$ cat config.mk
export PLATFORM = sky130hd
export DESIGN_NAME = rbs_div
export DESIGN_NICKNAME = d
export VERILOG_FILES = /design/src/hdl/rbs_div.sv
export SDC_FILE = /design/constraint.sdc
export NUM_CORES = 1
export LEC_CHECK = 0
export ABC_AREA = 1
export BUFFER_PORTS_ARGS = -buffer_cell sky130_fd_sc_hd__buf_4
export CAP_MARGIN = 20
export CELL_PAD_IN_SITES_DETAIL_PLACEMENT = 1
export CELL_PAD_IN_SITES_GLOBAL_PLACEMENT = 1
export CORE_MARGIN = 3
export CORE_UTILIZATION = 30
export DETAILED_ROUTE_END_ITERATION = 10
export PLACE_DENSITY_LB_ADDON = 0.1
export RECOVER_POWER = 100
export SLEW_MARGIN = 20
export SYNTH_ARGS = -nofsm -noshare
export SYNTH_HDL_FRONTEND = slang
export SYNTH_SLANG_ARGS = --single-unit
$ cat constraint.sdc
create_clock -name clk -period 1.6 [get_ports clk]
set_clock_uncertainty 0.2 [all_clocks]
set_input_delay 0 -clock clk [delete_from_list [all_inputs] [get_ports clk]]
set_output_delay 0 -clock clk [all_outputs]
set_load 0.05 [all_outputs]
$ cat src/hdl/rbs_div.sv
// Restoring divider of the scaled distance by the radius, one quotient bit a cycle.
`timescale 1ns / 1ps
module rbs_div #(
	parameter int DW = 21,
	parameter int RW = 6
) (
	input  logic          clk,
	input  logic          arst_n,
	input  logic          start,
	input  logic [DW-1:0] dividend,
	input  logic [RW-1:0] divisor,
	output logic          done,
	output logic [DW-1:0] quotient
);
	localparam int CNTW = $clog2(DW + 1);

	logic [DW-1:0]   dvd_q;
	logic [RW-1:0]   rem_q;
	logic [RW-1:0]   dvs_q;
	logic [CNTW-1:0] cnt_q;
	logic            busy_q;
	logic            done_q;

	logic [RW:0] rem_sh;
	logic [RW:0] diff;
	logic        ge;

	assign rem_sh = {rem_q, dvd_q[DW-1]};
	assign diff   = rem_sh - {1'b0, dvs_q};
	assign ge     = rem_sh >= {1'b0, dvs_q};

	always_ff @(posedge clk or negedge arst_n) begin
		if (!arst_n) begin
			busy_q <= 1'b0;
			done_q <= 1'b0;
			cnt_q  <= '0;
		end else begin
			done_q <= 1'b0;
			if (start) begin
				busy_q <= 1'b1;
				cnt_q  <= CNTW'(DW);
			end else if (busy_q) begin
				cnt_q <= cnt_q - CNTW'(1);
				if (cnt_q == CNTW'(1)) begin
					busy_q <= 1'b0;
					done_q <= 1'b1;
				end
			end
		end
	end

	always_ff @(posedge clk) begin
		if (start) begin
			dvd_q <= dividend;
			dvs_q <= divisor;
			rem_q <= '0;
		end else if (busy_q) begin
			rem_q <= ge ? diff[RW-1:0] : rem_sh[RW-1:0];
			dvd_q <= {dvd_q[DW-2:0], ge};
		end
	end

	assign done     = done_q;
	assign quotient = dvd_q;

endmodule

Word-level counts from Yosys, hierarchy flattened
Index checks and enable logic that the tools add are counted.
- add/subtract/negate cells: 2
- $lt $le $gt $ge: 1
- equality and inequality tests: 1
- mux-type cells: 11
- reduce and logical (&&, ||, !) cells: 1
- operators by type and width (kind ; number):
    $mux 21 ; 2
    $mux 5 ; 2
    $ge 7x6->1 ; 1
    $mux 1 ; 6
    $mux 6 ; 1
    $sub 6x6->6 ; 1
    $eq 5x1->1 const B ; 1
    $sub 5x1->5 const B ; 1
    $reduce_bool 2->1 ; 1
- register bits after elaboration: 40
- bits of input ports: 30
- output and inout bits: 22
- logic and storage cells: 22

Longest topological paths before layout
- depth after elaboration: 4
- depth in mapped cells: 11

Worst setup path before layout
Ideal clock, no wire load.
- kind: register -> register
- from: reg dvd_q[20], in the netlist quotient[20]
- to: reg rem_q[4]
- data arrival time: 1.864 ns
- data required time: 1.280 ns
- path slack: -0.583 ns
- stages on the path, launching flop included: 11
- buffers on the path: 0
- clock period less this slack: 2.183 ns
- cell sequence: edfxtp_1 inv_1 ha_1 fa_1 nand3b_1 nand3_1 nand2_1 nand2_1 nand2_1 nand2_1 o21bai_2
- longest elaborated chain between the ends: 2
- RTL lines (what ; line ; source):
    start: declaration ; 17 ; logic [DW-1:0] dvd_q;
    start signal: assignment ; 54 ; dvd_q <= dividend;
    start signal: assignment ; 59 ; dvd_q <= {dvd_q[DW-2:0], ge};
    $sub 6x6->6 or $ge 7x6->1 (tied branches) ; 29, 30 ;
    $mux 6 (*) ; 58 ; rem_q <= ge ? diff[RW-1:0] : rem_sh[RW-1:0];
    end signal: assignment ; 58 ;
    end: declaration ; 18 ; logic [RW-1:0] rem_q;
Every way passes the cells marked *; elsewhere a longest branch is shown, timed or not.
A chain may end at the register's enable or synchronous reset.

Worst setup path in the final report
- from: reg dvs_q[0]
- to: reg rem_q[4]
- longest elaborated chain between the ends: 2
- RTL lines (what ; line ; source):
    start: declaration ; 19 ; logic [RW-1:0] dvs_q;
    start signal: assignment ; 55 ; dvs_q <= divisor;
    $sub 6x6->6 or $ge 7x6->1 (tied branches) ; 29, 30 ;
    $mux 6 (*) ; 58 ;
Marks and branches as above.

==> qor.txt <==
Total CTS buffers: 5
Met3 WL: 247 um
Top post-synthesis cells by area: edfxtp_1 39%, nand2_1 17%, dfrtp_1 8.5%
Routed wire length: 5640 um
Ports: 52
Final Setup Violations: 7
Drt pass-1 iters: 4
Mapped Nets: 271
TritonCTS clock tree: done
Worst slew pin tran: 0.621 ns
Worst-skew pair later-pin latency: 0.29 ns
Share of layout cells above drive strength 1: 0.246
HPWL Detailed: 3870 um
Worst-path fanout max: 7
Reg2Reg Depth: 8
Yosys top cell area share: 0.395
Hold Path Class: input port to flop
Fillcell total: 758
Top sig layer: met4
CTS Sinks: 40
Status: finished with violations
Die ar.: 7870 um2
Port bufs: 51
Failing checks: negative setup slack
Minimum clock period: 1.84 ns
CP arrival: 1.83 ns
Setup crit start kind: flop
Final non-filler cell area: 3200 um2
FF/Latch Area: 1110 um2
Clk root buf: clkbuf_8
Clk buf depth: 2
PD cells: 1290 nW/um2
Area post-placement: 2700 um2
Wire length per cell: 13.3 um
RSZ-0062 raised after global routing: true
Routed length on met2: 2780 um
LEAKAGE: 1.50 nW
Final Hold Fails: 0
Vias in the first global route: 2059
Syn_area_per_cell: 8.89 um2
Num rows: 29
Final Cycle Share: 1.15
Gpl congestion: 0.786
Commonest non-fill, non-tap cell in the layout: nand2_1
Final Slew Violations: 0
Antenna diodes: 0
First-pass GRT wire length: 9590 um
Fin nets: 385
Post-synthesis cell count: 231
CP Data Required Time: 1.59 ns
Crit path capture type: flop
Worst vdd ir: 0.523 mV
Final setup margin: -0.237 ns
Largest net degree at the start of global routing: 27
Hold Crit Depth: 2
Footprint of the multi-input gates: 892 um2
Upper clock frequency limit: 0.544 GHz
Die H: 88.7 um
Slew margin rel.: 0.587
Worst setup path class: flop to flop
Initial antenna violation count: 0
Vias: 1894
CORE AREA: 6490 um2
M1 wire length: 2540 um
Area leader, netlist: edfxtp_1
Vias per Instance: 4.48
DRC: 0
Synth warn: 0
Netlist area before placement: 2050 um2
Power, Total: 4.12 mW
Most frequent cells in the layout: 90 x nand2_1, 40 x buf_4, 37 x dlygate4sd3_1, 27 x edfxtp_1, 24 x inv_1
Drt first-iter violations: 29
Die width: 88.7 um
#FFs+latches synth: 40
Clock slew at reported path FFs: 0.08 ns
Max cap viols: 0
Synth-to-layout area growth: 55.8%
# H-tree levels: 2
Starting Density: 0.316
Seq/Total Area, Yosys: 0.539
Final ANT Viol Nets: 0
Grt ovf: 0
All-Layer GR Usage: 0.159
Yosys cell types: 32
-- metrics by stage --
| stage | utilization | TNS, ns | setup WS, ns | hold slack [ns] | std cells |
|---|---|---|---|---|---|
| global placement | 0.415 | -1.16 | -0.195 | -0.379 | 375 |
| global route | 0.492 | -2.85 | -0.371 | 0.228 | 423 |
| detailed placement | 0.415 | -1.45 | -0.244 | -0.378 | 375 |
| finish | 0.492 | -1.42 | -0.237 | 0.236 | 423 |
| CTS | 0.504 | -0.829 | -0.234 | 0.210 | 422 |
| floorplan | - | -2.40 | -0.461 | -0.496 | 231 |
-- worst max-delay path, cell delays in order (launching register included) --
cell,delay [ns]
edfxtp_1,0.42
buf_4,0.15
ha_1,0.28
and3_4,0.17
buf_6,0.11
nand2_2,0.07
nand3_4,0.11
nor2_1,0.15
o21bai_2,0.08
-- cells by family (layout without fill, tap and decap cells) --
group           Yosys count  after routing  share of synthesized area
compound gates            8              8                     0.0274
simple gates            136            136                      0.295
fa+ha+maj                10             10                     0.0646
xor+xnor                  2              2                    0.00853
buf+inv                  35            150                     0.0658
flops                    40             40                      0.539
-- path summary, 6_finish.rpt --
check | start | to | slack, ns
hold / removal | divisor[2] | dvs_q[2] | 0.24
hold reg to reg | rem_q[5] | rem_q[5] | 0.28
min in group asynchronous | arst_n | cnt_q[0] | 0.48
setup reg to reg | dvs_q[0] | rem_q[4] | -0.24
setup / recovery | dvs_q[0] | rem_q[4] | -0.24
max in group asynchronous | arst_n | busy_q | 0.47
-- registers in the layout (all words and copies together), names as in the netlist --
register,cells
quotient,21
dvs_q,6
rem_q,6
cnt_q,5
busy_q,1
done,1
-- layout make-up --
| class | instances | area share |
|---|---|---|
| Tap cell | 77 | 0.0301 |
| Clock buffer | 5 | 0.0215 |
| Multi-Input combinational cell | 156 | 0.279 |
| Inverter | 30 | 0.0352 |
| Timing Repair Buffer | 112 | 0.275 |
| Clock inverter | 3 | 0.0133 |
| Sequential cell | 40 | 0.346 |
-- report_power, final --
| part | internal, mW | leakage (nW) | switching, mW |
|---|---|---|---|
| logic | 0.834 | 1.03 | 1.04 |
| registers | 1.28 | 0.418 | 0.129 |
| clock network | 0.462 | 0.0558 | 0.376 |
| total | 2.58 | 1.50 | 1.54 |
-- synth_stat cells (all sizes together) --
library cell	n
nand2	97
inv	28
edfxtp	27
nand3	18
nor2	11
ha	9
dfrtp	7
dfxtp	6
a21oi	3
buf	3
nand3b	3
nor3	3
clkbuf	2
clkinv	2
nand4	2
o21ai	2
a31oi	1
and3	1
fa	1
nor4	1
o21bai	1
o22ai	1
xnor2	1
xor2	1
-- per-layer routing --
layer,vias to the layer above,GRT usage
met4,0,0.0495
met5,-,0
met1,887,0.193
met3,6,0.0410
li1,964,-
met2,37,0.275
-- timing repair --
item,in CTS,in global routing
hold buffers,37,0
pin swaps,6,1
hold endpoints to repair,38,0
buffers inserted,2,1
endpoints found under the setup margin,7,9
gates resized for setup,11,2
No activity file was read; power rests on OpenSTA's default activity.
