--- config.mk ---
export PLATFORM = sky130hd
export DESIGN_NAME = rbs_isqrt
export DESIGN_NICKNAME = d
export VERILOG_FILES = /design/src/hdl/rbs_isqrt.sv
export SDC_FILE = /design/constraint.sdc
export NUM_CORES = 1
export LEC_CHECK = 0
export BUFFER_PORTS_ARGS = -buffer_cell sky130_fd_sc_hd__buf_2
export CAP_MARGIN = 10
export CORE_AREA = 2 2 88 90
export DETAILED_ROUTE_END_ITERATION = 8
export DIE_AREA = 0 0 90 92
export PLACE_DENSITY = 0.82
export SETUP_SLACK_MARGIN = 0.5
export SLEW_MARGIN = 15
export SYNTH_ARGS = -nofsm -noshare
export SYNTH_HDL_FRONTEND = slang
export SYNTH_SLANG_ARGS = --single-unit
--- constraint.sdc ---
create_clock -name clk -period 2.49 [get_ports clk]
set_clock_uncertainty 0.2 [all_clocks]
set_input_delay 0.3735 -clock clk [delete_from_list [all_inputs] [get_ports clk]]
set_output_delay 0.3735 -clock clk [all_outputs]
set_load 0.02 [all_outputs]
--- src/hdl/rbs_isqrt.sv ---
// Digit-by-digit square root of a squared distance scaled by 2^30, two bits a cycle.
`timescale 1ns / 1ps
module rbs_isqrt #(
	parameter int D2W = 12
) (
	input  logic                   clk,
	input  logic                   arst_n,
	input  logic                   start,
	input  logic [D2W-1:0]         d2,
	output logic                   done,
	output logic [D2W/2+14:0]      root
);
	localparam int SW   = D2W + 30;
	localparam int QW   = SW / 2;
	localparam int RMW  = QW + 3;
	localparam int CNTW = $clog2(QW + 1);

	logic [SW-1:0]   rad_q;
	logic [RMW-1:0]  rem_q;
	logic [QW-1:0]   root_q;
	logic [CNTW-1:0] cnt_q;
	logic            busy_q;
	logic            done_q;

	logic [RMW-1:0] rem_sh;
	logic [RMW-1:0] trial;
	logic           fits;

	assign rem_sh = {rem_q[RMW-3:0], rad_q[SW-1 -: 2]};
	assign trial  = RMW'({root_q, 2'b01});
	assign fits   = rem_sh >= trial;

	always_ff @(posedge clk or negedge arst_n) begin
		if (!arst_n) begin
			busy_q <= 1'b0;
			done_q <= 1'b0;
			cnt_q  <= '0;
		end else begin
			done_q <= 1'b0;
			if (start) begin
				busy_q <= 1'b1;
				cnt_q  <= CNTW'(QW);
			end else if (busy_q) begin
				cnt_q <= cnt_q - CNTW'(1);
				if (cnt_q == CNTW'(1)) begin
					busy_q <= 1'b0;
					done_q <= 1'b1;
				end
			end
		end
	end

	always_ff @(posedge clk) begin
		if (start) begin
			rad_q  <= {d2, 30'b0};
			rem_q  <= '0;
			root_q <= '0;
		end else if (busy_q) begin
			rad_q  <= {rad_q[SW-3:0], 2'b00};
			rem_q  <= fits ? (rem_sh - trial) : rem_sh;
			root_q <= {root_q[QW-2:0], fits};
		end
	end

	assign done = done_q;
	assign root = root_q;

endmodule

== After elaboration in Yosys (flattened, before gate mapping) ==
Cells that the tools add are included.

* $add $sub $neg: 2
* Order comparisons: 1
* Equality and inequality tests: 1
* Muxes and demuxes: 11
* Reductions and logical operators: 1

{| class="wikitable"
|+ Operator list
! operator !! number
|-
| 2-to-1 mux 42 bit || 2
|-
| >= comparator 24 x 23 -> 1 bit || 1
|-
| 2-to-1 mux 22 bit || 1
|-
| subtractor 22 bit || 1
|-
| 2-to-1 mux 5 bit || 2
|-
| 2-to-1 mux 1 bit || 6
|-
| == test 5 x 1 -> 1 bit (second input constant) || 1
|-
| subtractor 5 x 1 -> 5 bit (second input constant) || 1
|-
| nonzero test 2 bit || 1
|}

* Register bits: 62
* Bits of input ports: 15
* Logic and storage cells: 22

== Logic depth before layout (Yosys ltp) ==
* Word-level depth: 4
* Gate-level depth with buffers: 12
* Depth with buffers taken out: 9

== Worst setup path after synthesis ==
OpenSTA, ideal clock, no wires.

* Kind: reg2reg
* Start point: reg root_q[9], in the netlist root[9]
* End point: reg rem_q[7]
* Arrival time: 2.423 ns
* Required time: 2.159 ns
* Slack: -0.264 ns
* Stages on the path, launching flop included: 13
* Buffers on the path: 3
* Cells stage by stage: dfxtp_1 -> inv_1 -> ha_1 -> buf_2 -> nand4_1 -> nor4_2 -> a21bo_1 -> and3_4 -> a21oi_1 -> buf_6 -> buf_12 -> mux2i_1 -> a211oi_2

* Cells in the longest elaborated chain, start to end: 2

{| class="wikitable"
|+ Ends and longest elaborated chain
! what !! line !! source
|-
| from (decl) || 20 || <nowiki>logic [QW-1:0] root_q;</nowiki>
|-
| from (signal assigned) || 61 || <nowiki>root_q <= {root_q[QW-2:0], fits};</nowiki>
|-
| >= comparator 24 x 23 -> 1 bit || 31 || <nowiki>assign fits = rem_sh >= trial;</nowiki>
|-
| 2-to-1 mux 22 bit || 60 || <nowiki>rem_q <= fits ? (rem_sh - trial) : rem_sh;</nowiki>
|-
| to (signal assigned) || 60 ||
|-
| to (decl) || 19 || <nowiki>logic [RMW-1:0] rem_q;</nowiki>
|}

Every way passes these cells.
A chain may end at the register's enable or synchronous reset.

== Worst setup path in the final report ==
* Start point: reg root_q[9], in the netlist root[9]
* End point: reg rem_q[11]

* Cells in the longest elaborated chain, start to end: 2

{| class="wikitable"
|+ Ends and longest elaborated chain
! what !! line
|-
| subtractor 22 bit or >= comparator 24 x 23 -> 1 bit (tied branches) || 60, 31
|-
| 2-to-1 mux 22 bit * || 60
|}

Every way passes the cells marked *; elsewhere a longest branch is shown, timed or not.

==> out/results.txt <==
Die Area: 8280 um^2
mux contribution to synthesized area: 0.114
Routed WL per cell: 16.5 um
TritonCTS clock tree: built
layout cells sized above 1: 0.402
WHS: 102 ps
failing checks: negative setup slack
Area growth syn-to-layout: 35.1%
Avg Cell Area, Syn: 9.10 um^2
Synth area leader: dfxtp_1
largest family of logic cells by synthesized area: compound AO/OA/AOI/OAI gates
diodes inserted: 0
Yosys reg bits: 62
# nets final: 572
dominant synthesized flop cell: dfxtp_1
most instantiated cells after synthesis: nor2_1 (53), dfxtp_1 (43), inv_1 (33), mux2i_1 (33), nand2_1 (32)
Clock Tree Root: clkbuf_8
ys async rst share: 0.113
largest net degree at the start of global routing: 39
row count: 32
Fillers: 516
Compound-Gate Fraction of Synth Area: 0.165
Post-Synth Simple-Gate Area: 0.159
Vias/cell: 5.69
Starting Density: 0.520
synth top area cells: dfxtp_1 (22%), edfxtp_1 (9.3%), mux2i_1 (8.5%), ha_1 (8.1%), nor2_1 (5.1%)
power per cell area: 1330 nW/um^2
max-slew violations: 0
max layer used: met4
Core Util, Final: 0.703
Tcrit/Tclk final: 1.06
crit end category: register
CP Max Fanout: 8
first-pass GRT wire length: 16200 um
highest clock rate: 0.378 GHz
# DRC: 0
Post-synth EDFFs: 12
DP HPWL: 6650 um
setup violators final: 19
Vias: 3635
Pre-antenna DRT Iters: 5
crit path kind: reg -> reg
data required time of the critical path: 2510 ps
Hold Fails Final Rpt: 0
Placement Setup Slack: -101 ps
RSZ-0062 raised after global routing: true
Die X: 90 um
core area: 7450 um^2
Worst EP arrival: 2660 ps
syn nets: 466
mapped cell area: 3880 um^2
max_slew headroom: 0.663
Critical Path Source Type: register
Crit-path slowest cell: dfxtp_4
synth unique cells: 66
Period minus WS final: 2640 ps
total CTS buffers: 9
metal3 WL: 445 um
xor-xnor portion of the synthesized cell area: 0.0429
Mapped Cells: 426
count of input and output buffers: 36
Slew @ Worst Pin: 505 ps
peak per-stage delay on the critical path: 350 ps
setup TNS: -1580 ps
WL met2: 5480 um
RePlAce Congestion: 0.894
final wirelength: 10500 um
Worst Hold Class: in -> reg
LEAKAGE: 2.42 nW
status: finished, violations left
GRT Util Overall: 0.238
Synth Warn #: 0
die height: 92 um
register area share after synthesis: 0.360
met1 wire length: 4280 um
crit path cell chain: inv_2 -> ha_4 -> nand4_1 -> nor4_4 -> buf_4 -> buf_6 -> a211oi_2 -> buf_4 -> a21oi_4 -> buf_8 -> buf_6 -> mux2i_4 -> a211oi_2
initial antenna violation count: 0
DR iter-0 viols: 226
vias in the first global route: 3593
H-tree levels: 3
global route overflow: 0
Max Root-Sink Buffers: 2
Final ANT Viol Nets: 0
CTS sink count: 62
# Max-Cap Violations: 0
VDD IR-drop max: 859 uV
area share of the largest cell type after synthesis: 0.222
IO Pins: 37
most common cell in the netlist: nor2_1
Final Worst Setup Slack: -153 ps
Clock transition at path regs: 70 ps
Synth Area in Adders: 0.0807
clk_lat worst skew: 350 ps
[through the flow]
stage / instances / cell area, um^2 / total power [W]
after floorplan: 426 / 4010 / 0.00389
after global routing: 639 / 5240 / 0.00729
after CTS: 631 / 4990 / 0.00602
after global placement: 609 / 4640 / 0.00472
after detailed placement: 609 / 4640 / 0.00483
final: 639 / 5240 / 0.00694
[critical path, delay by kind of cell (launching register included)]
family,cells,cell delay (ps)
and+or+nand+nor,2,400
adders and majority gates,1,280
AOI/OAI and AO/OA,3,350
muxes,1,220
DFF,1,350
buffers and inverters,6,720
[kinds of logic after synthesis]
logic type / count (synthesis)
AO/OA/AOI/OAI: 90
XOR/XNOR: 19
adder cells (fa/ha/maj): 25
buffers and inverters: 57
flip-flops: 62
multiplexers: 43
AND/OR/NAND/NOR: 130
[path summary, 6_finish.rpt]
kind	startpoint	endpoint	slack, ps	depth (start not counted)
max in group asynchronous	arst_n	busy_q	1740	2
max reg2reg	root[9]	rem_q[11]	-150	13
min reg2reg	rem_q[16]	rem_q[16]	300	2
max	root[9]	rem_q[11]	-150	13
min	d2[0]	rad_q[30]	100	2
min in group asynchronous	arst_n	done	180	2
[power breakdown]
group | switching (W) | internal [W] | total, W | leakage (nW)
logic | 0.00234 | 0.00252 | 0.00486 | 1.77
registers | 0.000137 | 0.00120 | 0.00133 | 0.569
clock network | 0.000400 | 0.000352 | 0.000753 | 0.0805
[state kept, by name, indices dropped and copies added (netlist names)]
name,flops
rem_q,22
root,21
rad_q,12
cnt_q,5
busy_q,1
done,1
[routing by layer]
metal	GRT usage	vias to the layer above
met1	0.272	1739
met5	0	-
met2	0.449	132
met3	0.0296	33
met4	0.0923	0
li1	-	1731
[area by class of cell]
cell class / instances / area (um^2) / share of cell area
multi-input combinational: 307 / 2570 / 0.490
sequential: 62 / 1420 / 0.272
timing repair buffer: 118 / 832 / 0.159
clock buffer: 11 / 131 / 0.0251
inverter: 34 / 128 / 0.0244
tap: 102 / 128 / 0.0244
clock inverter: 5 / 26.3 / 0.00502
[cells in the final DEF (no fill, tap or decap), types with 4 or more instances in the layout]
cell type	count
buf_4	73
nor2_1	52
buf_2	36
nand2_1	30
dfxtp_1	30
mux2i_1	29
inv_1	25
a21oi_1	15
xnor2_1	14
ha_4	14
edfxtp_1	12
ha_1	11
mux2_2	10
inv_2	9
clkbuf_8	9
dfxtp_2	9
a21o_1	8
a211oi_1	8
buf_6	7
nand3_1	6
a31oi_1	6
nor3_1	6
dfrtp_1	6
a211oi_2	5
o21ai_1	5
o21ai_0	5
nand4_1	4
xor2_1	4
dfxtp_4	4
[timing repair]
item / 4_1_cts / 5_1_grt
setup endpoints to repair: 23 / 23
pin swaps: 13 / 21
hold buffers: 1 / 0
hold endpoints to repair: 7 / 0
setup buffers: 5 / 8
resized for setup: 25 / 42
Power figures use the tool's default switching activity.
